File: src/hdl/ccs_pkg.sv
// Shared types and character codes for the C comment stripper.
`default_nettype none

package ccs_pkg;

	typedef enum logic [3:0] {
		M_NORMAL     = 4'd0,
		M_SLASH      = 4'd1,
		M_BLOCK      = 4'd2,
		M_BLOCK_STAR = 4'd3,
		M_LINE       = 4'd4,
		M_LINE_BS    = 4'd5,
		M_LINE_BS_CR = 4'd6,
		M_QUOTE      = 4'd7,
		M_QUOTE_BS   = 4'd8,
		M_QUOTE_BSCR = 4'd9
	} mode_t;

	localparam logic [7:0] CH_DQ    = 8'h22;
	localparam logic [7:0] CH_SQ    = 8'h27;
	localparam logic [7:0] CH_SLASH = 8'h2F;
	localparam logic [7:0] CH_STAR  = 8'h2A;
	localparam logic [7:0] CH_BSL   = 8'h5C;
	localparam logic [7:0] CH_LF    = 8'h0A;
	localparam logic [7:0] CH_CR    = 8'h0D;
	localparam logic [7:0] CH_NUL   = 8'h00;

	localparam int unsigned FIFO_DEPTH = 4;
	localparam int unsigned FIFO_AW    = $clog2(FIFO_DEPTH);

	typedef struct packed {
		logic [1:0] cnt;
		logic [7:0] b0;
		logic [7:0] b1;
	} scan_res_t;

endpackage

`default_nettype wire

File: src/hdl/ccs_scan.sv
// Per-byte scanner transition: next mode and the results one byte causes.
`default_nettype none

module ccs_scan
	import ccs_pkg::*;
(
	input  mode_t      mode,
	input  logic       dq,
	input  logic [7:0] in_byte,
	input  logic       end_of_stream,
	output mode_t      mode_nxt,
	output logic       dq_nxt,
	output scan_res_t  res
);

	typedef struct packed {
		mode_t      mode;
		logic       dq;
		logic       emit;
		logic [7:0] val;
	} step_t;

	function automatic step_t normal_step(input logic [7:0] c, input logic d);
		step_t s;
		s.mode = M_NORMAL;
		s.dq   = d;
		s.emit = 1'b1;
		s.val  = c;
		if (c == CH_DQ || c == CH_SQ) begin
			s.dq   = (c == CH_DQ);
			s.mode = M_QUOTE;
		end else if (c == CH_SLASH) begin
			s.mode = M_SLASH;
			s.emit = 1'b0;
		end
		return s;
	endfunction

	function automatic step_t line_step(input logic [7:0] c, input logic d);
		step_t s;
		s.mode = M_LINE;
		s.dq   = d;
		s.emit = 1'b0;
		s.val  = CH_LF;
		if (c == CH_LF || c == CH_NUL) begin
			s.emit = 1'b1;
			s.mode = M_NORMAL;
		end else if (c == CH_BSL) begin
			s.mode = M_LINE_BS;
		end
		return s;
	endfunction

	function automatic step_t quote_step(input logic [7:0] c, input logic d);
		step_t s;
		s.mode = M_QUOTE;
		s.dq   = d;
		s.emit = 1'b1;
		s.val  = c;
		if (c == (d ? CH_DQ : CH_SQ) || c == CH_LF || c == CH_NUL) begin
			s.mode = M_NORMAL;
		end else if (c == CH_BSL) begin
			s.mode = M_QUOTE_BS;
		end
		return s;
	endfunction

	step_t      st;
	logic       pre;
	logic       tail;
	logic [7:0] tail_v;

	always_comb begin
		pre     = 1'b0;
		st.mode = mode;
		st.dq   = dq;
		st.emit = 1'b0;
		st.val  = in_byte;
		unique case (mode)
			M_SLASH: begin
				if (in_byte == CH_STAR) begin
					st.mode = M_BLOCK;
				end else if (in_byte == CH_SLASH) begin
					st.mode = M_LINE;
				end else begin
					pre = 1'b1;
					st  = normal_step(in_byte, dq);
				end
			end
			M_BLOCK: begin
				st.mode = (in_byte == CH_STAR) ? M_BLOCK_STAR : M_BLOCK;
			end
			M_BLOCK_STAR: begin
				if (in_byte == CH_SLASH) begin
					st.emit = 1'b1;
					st.val  = CH_LF;
					st.mode = M_NORMAL;
				end else if (in_byte != CH_STAR) begin
					st.mode = M_BLOCK;
				end
			end
			M_LINE: begin
				st = line_step(in_byte, dq);
			end
			M_LINE_BS: begin
				if (in_byte == CH_LF) begin
					st.mode = M_LINE;
				end else if (in_byte == CH_CR) begin
					st.mode = M_LINE_BS_CR;
				end else begin
					st = line_step(in_byte, dq);
				end
			end
			M_LINE_BS_CR: begin
				if (in_byte == CH_LF) begin
					st.mode = M_LINE;
				end else begin
					st = line_step(in_byte, dq);
				end
			end
			M_QUOTE: begin
				st = quote_step(in_byte, dq);
			end
			M_QUOTE_BS: begin
				st.emit = 1'b1;
				st.mode = (in_byte == CH_CR) ? M_QUOTE_BSCR : M_QUOTE;
			end
			M_QUOTE_BSCR: begin
				if (in_byte == CH_LF) begin
					st.emit = 1'b1;
					st.mode = M_QUOTE;
				end else begin
					st = quote_step(in_byte, dq);
				end
			end
			default: begin
				st = normal_step(in_byte, dq);
			end
		endcase
	end

	always_comb begin
		tail     = 1'b0;
		tail_v   = CH_LF;
		mode_nxt = st.mode;
		dq_nxt   = st.dq;
		if (end_of_stream) begin
			if (st.mode == M_SLASH) begin
				tail   = 1'b1;
				tail_v = CH_SLASH;
			end else if (st.mode == M_BLOCK || st.mode == M_BLOCK_STAR ||
			             st.mode == M_LINE || st.mode == M_LINE_BS ||
			             st.mode == M_LINE_BS_CR) begin
				tail = 1'b1;
			end
			mode_nxt = M_NORMAL;
			dq_nxt   = 1'b0;
		end
	end

	always_comb begin
		res.cnt = 2'd0;
		res.b0  = tail_v;
		res.b1  = tail_v;
		if (pre) begin
			res.b0  = CH_SLASH;
			res.cnt = (st.emit || tail) ? 2'd2 : 2'd1;
			if (st.emit) begin
				res.b1 = st.val;
			end
		end else if (st.emit) begin
			res.b0  = st.val;
			res.cnt = tail ? 2'd2 : 2'd1;
		end else if (tail) begin
			res.cnt = 2'd1;
		end
	end

endmodule

`default_nettype wire

File: src/hdl/ccs_res_fifo.sv
// Result queue: takes up to two results per cycle, delivers one per transfer.
`default_nettype none

module ccs_res_fifo
	import ccs_pkg::*;
(
	input  logic       clk,
	input  logic       arst_n,
	input  logic       push,
	input  scan_res_t  res,
	output logic       room,
	output logic       res_valid,
	input  logic       res_stall,
	output logic [7:0] out_byte,
	output logic       run_last
);

	logic [7:0]         data_q [FIFO_DEPTH];
	logic               last_q [FIFO_DEPTH];
	logic [FIFO_AW-1:0] wr_q;
	logic [FIFO_AW-1:0] rd_q;
	logic [FIFO_AW:0]   cnt_q;
	logic [FIFO_AW-1:0] wr_nxt;
	logic [1:0]         n_push;
	logic               pop;

	assign wr_nxt    = wr_q + FIFO_AW'(1);
	assign n_push    = push ? res.cnt : 2'd0;
	assign pop       = res_valid && !res_stall;
	assign res_valid = (cnt_q != '0);
	assign room      = (cnt_q <= (FIFO_AW + 1)'(FIFO_DEPTH - 2));
	assign out_byte  = data_q[rd_q];
	assign run_last  = last_q[rd_q];

	always_ff @(posedge clk or negedge arst_n) begin
		if (!arst_n) begin
			wr_q  <= '0;
			rd_q  <= '0;
			cnt_q <= '0;
		end else begin
			wr_q  <= wr_q + FIFO_AW'(n_push);
			if (pop) begin
				rd_q <= rd_q + FIFO_AW'(1);
			end
			cnt_q <= cnt_q + (FIFO_AW + 1)'(n_push) - (FIFO_AW + 1)'(pop);
		end
	end

	always_ff @(posedge clk) begin
		if (n_push != 2'd0) begin
			data_q[wr_q] <= res.b0;
			last_q[wr_q] <= (n_push == 2'd1);
		end
		if (n_push == 2'd2) begin
			data_q[wr_nxt] <= res.b1;
			last_q[wr_nxt] <= 1'b1;
		end
	end

endmodule

`default_nettype wire

File: src/hdl/c_comment_stripper_unit.sv
// Top level of the C comment stripper: input register, scanner state, result queue.
//
// Usage:
//   Source bytes enter on the byte channel (byte_valid, byte_stall, in_byte,
//   end_of_stream); end_of_stream marks the final byte of a source stream.
//   Comment-free text leaves on the result channel (res_valid, res_stall,
//   out_byte, run_last); run_last marks the last result a source byte causes.
//   A byte causes zero, one or two results.
//   A transferred byte waits in the input register, is scanned combinationally
//   and its results enter the result queue that drives the result channel.
//   Throughput: one byte per cycle while the result queue has room; the result
//   channel moves one result per cycle while res_stall is low.
//   The scanner mode is one register updated by a single transition per byte.
//   Reset clears the scanner to normal text and empties the result queue.
//   When the receiver stalls, results wait in a four-entry queue; once fewer
//   than two slots are free the input register holds and byte_stall rises.
//   After the final byte of a stream the scanner returns to normal text.
`default_nettype none

module c_comment_stripper_unit
	import ccs_pkg::*;
(
	input  logic       clk,
	input  logic       arst_n,
	input  logic       byte_valid,
	output logic       byte_stall,
	input  logic [7:0] in_byte,
	input  logic       end_of_stream,
	output logic       res_valid,
	input  logic       res_stall,
	output logic [7:0] out_byte,
	output logic       run_last
);

	logic       valid_s1;
	logic [7:0] byte_s1;
	logic       eos_s1;
	mode_t      mode_q;
	logic       dq_q;
	mode_t      mode_nxt;
	logic       dq_nxt;
	scan_res_t  res;
	logic       room;
	logic       advance;
	logic       accept;

	assign advance    = valid_s1 && room;
	assign byte_stall = valid_s1 && !room;
	assign accept     = byte_valid && !byte_stall;

	always_ff @(posedge clk or negedge arst_n) begin
		if (!arst_n) begin
			valid_s1 <= 1'b0;
			mode_q   <= M_NORMAL;
			dq_q     <= 1'b0;
		end else begin
			if (accept) begin
				valid_s1 <= 1'b1;
			end else if (advance) begin
				valid_s1 <= 1'b0;
			end
			if (advance) begin
				mode_q <= mode_nxt;
				dq_q   <= dq_nxt;
			end
		end
	end

	always_ff @(posedge clk) begin
		if (accept) begin
			byte_s1 <= in_byte;
			eos_s1  <= end_of_stream;
		end
	end

	ccs_scan u_scan (
		.mode          (mode_q),
		.dq            (dq_q),
		.in_byte       (byte_s1),
		.end_of_stream (eos_s1),
		.mode_nxt      (mode_nxt),
		.dq_nxt        (dq_nxt),
		.res           (res)
	);

	ccs_res_fifo u_fifo (
		.clk       (clk),
		.arst_n    (arst_n),
		.push      (advance),
		.res       (res),
		.room      (room),
		.res_valid (res_valid),
		.res_stall (res_stall),
		.out_byte  (out_byte),
		.run_last  (run_last)
	);

endmodule

`default_nettype wire

File: config.mk
export PLATFORM = sky130hd
export DESIGN_NAME = c_comment_stripper_unit
export DESIGN_NICKNAME = d
export VERILOG_FILES = /design/src/hdl/ccs_pkg.sv /design/src/hdl/ccs_scan.sv /design/src/hdl/ccs_res_fifo.sv /design/src/hdl/c_comment_stripper_unit.sv
export SDC_FILE = /design/constraint.sdc
export NUM_CORES = 1
export LEC_CHECK = 0
export BUFFER_PORTS_ARGS = -buffer_cell sky130_fd_sc_hd__buf_2
export CAP_MARGIN = 20
export CORE_MARGIN = 1
export CORE_UTILIZATION = 60
export DETAILED_ROUTE_END_ITERATION = 8
export GPL_TIMING_DRIVEN = 0
export PLACE_DENSITY = 0.9
export SLEW_MARGIN = 20
export SYNTH_ARGS = -nofsm -noshare
export SYNTH_HDL_FRONTEND = slang
export SYNTH_SLANG_ARGS = --single-unit
export TNS_END_PERCENT = 1
File: constraint.sdc
create_clock -name clk -period 5.2 [get_ports clk]
set_input_delay 0.78 -clock clk [delete_from_list [all_inputs] [get_ports clk]]
set_output_delay 0.78 -clock clk [all_outputs]
set_load 0.01 [all_outputs]
Word level (Yosys, flattened, before mapping) --
Memories as Yosys holds them, arrays and structs flattened. Cells that the tools add are included.
Word-level totals: bits in registers 22, bits in writable memories 36, input port bits 13, output and inout port bits 11, memories 2
Memories:
- u_fifo.data_q | depth 4, width 8, rd ports 1, clocked after Yosys merged registers in 0, wr ports 2, line ccs_res_fifo.sv:18 | logic [7:0] data_q [FIFO_DEPTH];
- u_fifo.last_q | depth 4, width 1, rd ports 1, clocked after Yosys merged registers in 0, wr ports 2, line ccs_res_fifo.sv:19 | logic last_q [FIFO_DEPTH];
Cells by class: add/subtract/negate cells 5, $lt $le $gt $ge 1, equality and inequality tests 31, mux-type cells 55, reduce and logical (&&, ||, !) cells 23
Operator list (count):
- 4-bit 2-to-1 mux | 13
- 10-bit 2-to-1 mux | 4
- 8-bit one-hot mux with 5 select lines | 1
- 4-bit one-hot mux with 9 select lines | 1
- 8-bit by 6-bit == test with 1-bit output, second input constant | 4
- 4-bit by 3-bit == test with 1-bit output, second input constant | 7
- 9-bit 2-to-1 mux | 3
- 8-bit 2-to-1 mux | 3
- 1-bit 2-to-1 mux | 20
- 4-bit by 2-bit == test with 1-bit output, second input constant | 4
- 8-bit by 4-bit == test with 1-bit output, second input constant | 2
- 1-bit logical OR | 9
- 3-bit 2-to-1 mux | 3
- 4-bit by 1-bit == test with 1-bit output, second input constant | 2
- 4-bit == test, second input constant | 2
- 8-bit by 7-bit == test with 1-bit output, second input constant | 1
- 8-bit == test | 1
- 8-bit zero test | 1
- 2-bit 2-to-1 mux | 4
- 8-bit by 6-bit != test with 1-bit output, second input constant | 1
- 1-bit one-hot mux with 7 select lines | 1
- 6-bit 2-to-1 mux | 1
- 3-bit != test, second input constant | 2
- 6-bit AND reduction | 1
- other kinds (16) | 24

Longest topological paths before layout --
depth in word-level cells 22, mapped depth 16, gate-level depth less buffers 15

Cells and area by module --
A second synthesis with hierarchy kept.
Unflattened totals: cells, all modules 314, area, all modules 3724.8 um2
Modules (own cells, without submodules):
- ccs_res_fifo | instances 1, cells each 148, area an instance 2253.4 um2, seq. area each 1216.2 um2
- ccs_scan | instances 1, cells each 140, area an instance 963.4 um2, seq. area each 0.0 um2
- c_comment_stripper_unit | instances 1, cells each 26, area an instance 508.0 um2, seq. area each 420.4 um2

Worst setup path before layout --
OpenSTA, ideal clock, no wires.
path kind reg2reg, start register byte_s1[6], end memory u_fifo.data_q[0][0] (enable), arrival 3.781 ns, data required time 4.813 ns, slack 1.033 ns, stages on the path, launching flop included 14, path through edfxtp_1 buf_6 nor4_2 and2_1 o21ai_0 and4_1 a2111oi_0 nand3_1 and3_1 ha_1 mux2i_1 nor2_1 a21oi_1 o31ai_1
RTL lines:
- start: declaration | line c_comment_stripper_unit.sv:36 | logic [7:0] byte_s1;
- start signal: assignment | line c_comment_stripper_unit.sv:71 | byte_s1 <= in_byte;
- end: declaration | line ccs_res_fifo.sv:18

==> impl_metrics.csv <==
group,metric,value,unit
status,run_status,"finished clean",
critical_path,critical_path_required,5.30,ns
placed_design,place_area,3630,sq um
sta,final.min_clock_period,4.76,ns
critical_path,worst_r2r_path_depth,14,
critical_path,setup.worst_path.end_class,"register",
synthesis,synth_cell_types,59,
power,pwr_density_cell,727,nW/um^2
synthesis,ys_seq_area_share,47.8,%
final_layout,final_cell_mix,"41 x sky130_fd_sc_hd__edfxtp_1, 38 x sky130_fd_sc_hd__nand2_1, 25 x sky130_fd_sc_hd__buf_2",
sta,timing.final.hold_violations,0,
sta,finalSetupViolations,0,
drt,drt-initial-drc-count,173,
final_layout,number_of_inserted_diodes,0,
floorplan,floorplan.core_area,5510,sq um
critical_path,critical_path.slowest_cell,"sky130_fd_sc_hd__nor4_2",
global_route,wire_length_of_the_first_global_routing_pass,12.7,mm
critical_path,worst_r2r_endpoint,"u_fifo.data_q[3][3]$_DFFE_PP_",
global_route,gr-total-overflow,0,
synthesis,ys_top_cells_by_area,"sky130_fd_sc_hd__edfxtp_1 36%, sky130_fd_sc_hd__dfrtp_1 9.5%, sky130_fd_sc_hd__mux4_2 5.9%",
power,vdd.ir_drop.worst,0.364,mV
critical_path,timing.critical_path.slowest_cell_delay,0.60,ns
cts,holdBufCountCts,0,
synthesis,syn-cell-area,3420,sq um
sta,final_min_period_over_clock_period,91.5,%
final_layout,commonest_non_fill_non_tap_cell_in_the_layout,"sky130_fd_sc_hd__edfxtp_1",
drt,route.final.wire_length,7.58,mm
critical_path,path_class,"register to register",
placed_design,gp_congestion,0.930,
synthesis,synth_largest_area_cell,"sky130_fd_sc_hd__edfxtp_1",
cts,cts.repair.resized,0,
final_layout,fin_cells,426,
synthesis,syn_inst,315,
critical_path,timing.critical_path.from_type,"register",
synthesis,yosys.area.top_type_share,36.0,%
global_route,grt_pass1_vias,2719,
cts,total_clock_sinks,58,
floorplan,die_h,77.5,um
floorplan,die_width,77.5,um
sta,fmax,0.210,GHz
cts,cts.clk_slew.worst_paths,0.07,ns
final_layout,syn_to_final_growth,13.4,%
synthesis,synthesis.yosys.warnings,0,
cts,cts_tree,"yes",
critical_path,crit_end,"u_fifo.data_q[3][3]$_DFFE_PP_",
power,power_leakage,1.43,nW
critical_path,worst_setup_path_startpoint,"byte_s1[4]$_DFFE_PP_",
synthesis,ys_seq_elements,58,
critical_path,cp_cell_sequence,"nor4_2 -> nand3_1 -> o211ai_1 -> a31oi_1 -> nor4_1 -> nand3_1 -> and3_1 -> ha_1 -> nand2b_1 -> mux2_4 -> nor3_1 -> nand2_1 -> o21a_1 -> or2_1",
drt,ant_nets,0,
drt,drtPass1Iterations,4,
flow_run,maximum_capacitance_violations,0,
floorplan,num_io_pins,24,
synthesis,synth-edff-count,41,
final_layout,post_route_core_utilization,70.5,%
global_route,grt_max_degree,14,
cts,cts_buffers,9,
sta,timing.max_slew.rel_slack,46.7,%
cts,cts_max_path_buffers,2,
floorplan,rows,27,
critical_path,critPathMaxFanout,9,
critical_path,timing.critical_path.arrival,4.85,ns
critical_path,setup.reg_to_reg.worst_slack,0.44,ns
synthesis,syn_avg_cell_area,10.9,sq um
sta,report.final.slew_viol_count,0,
critical_path,timing.rr.start,"byte_s1[4]$_DFFE_PP_",
global_route,grtUsageTotal,28.2,%
floorplan,floorplan.initialDensity,62.2,%
drt,routed-via-count,2661,
placed_design,port_buffers,23,
sta,maximum_clock_skew_at_final_layout,0.00873,ns
drt,vias_per_std_cell,6.25,
final_layout,nets,367,
cts,root_buffer,"sky130_fd_sc_hd__clkbuf_8",
synthesis,mappedNetlistNets,333,
drt,drc,0,
sta,totalNegativeSetupSlack,0,ns
power,total_power,0.00282,W
critical_path,timing.critical_path.mode_cell,"sky130_fd_sc_hd__nand3_1",
floorplan,floorplan.die_area,6010,sq um
cts,clock_tree.htree_level_count,3,
final_layout,post_route_cells_drive_above_1_share,19.2,%
cts,clock_latency_of_the_later_clocked_register_in_the_worst_skew_pair,0.34,ns
synthesis,proportion_of_register_bits_with_asynchronous_set_or_reset_after_synthesis,22.4,%
sta,worst-slew-pin-transition,0.799,ns
cts,setup_buffers_after_cts,0,
placed_design,placed_cells_incl_taps,410,
synthesis,dominantRegCellSynth,"sky130_fd_sc_hd__edfxtp_1",
drt,wl_per_cell,17.8,um
placed_design,post-dp-hpwl,5.41,mm
worst_hold_path,hp-class,"primary input to async pin",
final_layout,layout.cell_area.non_filler,3880,sq um
global_route,initial_antenna_violation_count,0,
[flip-flops by register name, summed over array words and instances (netlist names)]
register / cells
u_fifo.data_q: 32
byte_s1: 8
mode_q: 4
u_fifo.last_q: 4
u_fifo.cnt_q: 3
u_fifo.rd_q: 2
u_fifo.wr_q: 2
dq_q: 1
eos_s1: 1
valid_s1: 1
[power breakdown]
group | switching (W) | internal (W) | total (W)
combinational | 0.000901 | 0.000617 | 0.00152
sequential | 0.0000832 | 0.000760 | 0.000843
clock | 0.000191 | 0.000269 | 0.000460
[critical path: cells and delay by family (launching register included)]
kind / cells / cell delay (ns)
flops: 1 / 0.51
simple gates: 9 / 2.82
mux: 1 / 0.30
fa+ha+maj: 1 / 0.29
compound gates: 3 / 0.58
[layer usage]
layer,track usage [%],vias to the layer above,wire length (um)
li1,-,1250,-
met1,33.5,1308,2930
met2,48.8,88,4070
met3,6.35,15,418
met4,12.5,0,168
met5,0,-,0
[cell families (layout without fill, tap and decap cells)]
group | count (synthesis) | count (layout) | synth area share, %
DFF | 58 | 58 | 47.8
and+or+nand+nor | 128 | 128 | 20.5
buffers and inverters | 25 | 64 | 3.03
muxes | 11 | 11 | 6.65
AOI/OAI and AO/OA | 67 | 67 | 14.2
xor gates and xnor gates | 9 | 9 | 2.30
adders and majority gates | 17 | 17 | 5.56
[per-stage QoR]
stage / hold WS (ns) / worst slack [ns]
3_5_place_dp: 0.491 / 0.254
5_1_grt: 0.331 / -0.0480
3_3_place_gp: 0.479 / 0.179
4_1_cts: 0.327 / 0.223
6_report: 0.323 / 0.444
2_1_floorplan: 0.462 / 1.03
[worst min path at each step]
stage                                          from                   endpoint  slack, ns
after floorplan           u_fifo.cnt_q[2]$_DFF_PN0_  u_fifo.cnt_q[2]$_DFF_PN0_       0.46
after global placement    u_fifo.cnt_q[2]$_DFF_PN0_  u_fifo.cnt_q[2]$_DFF_PN0_       0.48
after detailed placement  u_fifo.cnt_q[2]$_DFF_PN0_  u_fifo.cnt_q[2]$_DFF_PN0_       0.49
after CTS                                    arst_n      mode_q[2]$_DFFE_PN0P_       0.33
after global routing                         arst_n  u_fifo.cnt_q[2]$_DFF_PN0_       0.33
final                                        arst_n      mode_q[0]$_DFFE_PN0P_       0.32
[cell type report]
type / instances / area (sq um)
timing repair buffer: 23 / 115
fill: 412 / 1620
inverter: 9 / 33.8
buffer: 16 / 70.1
multi-input combinational: 232 / 1720
tap: 72 / 90.1
clock buffer: 9 / 124
clock inverter: 7 / 92.6
sequential: 58 / 1640
[synthesized netlist by cell type, drive strengths merged (6+ instances only)]
master	count
edfxtp	41
nor2b	15
maj3	12
nor2	15
inv	9
clkbuf	12
nand2	38
dfrtp	13
nand3	6
mux4	9
o21ai	19
or3	7
xnor2	6
a31oi	8
nor3	12
Note: power is estimated with default switching activity, not from simulation.
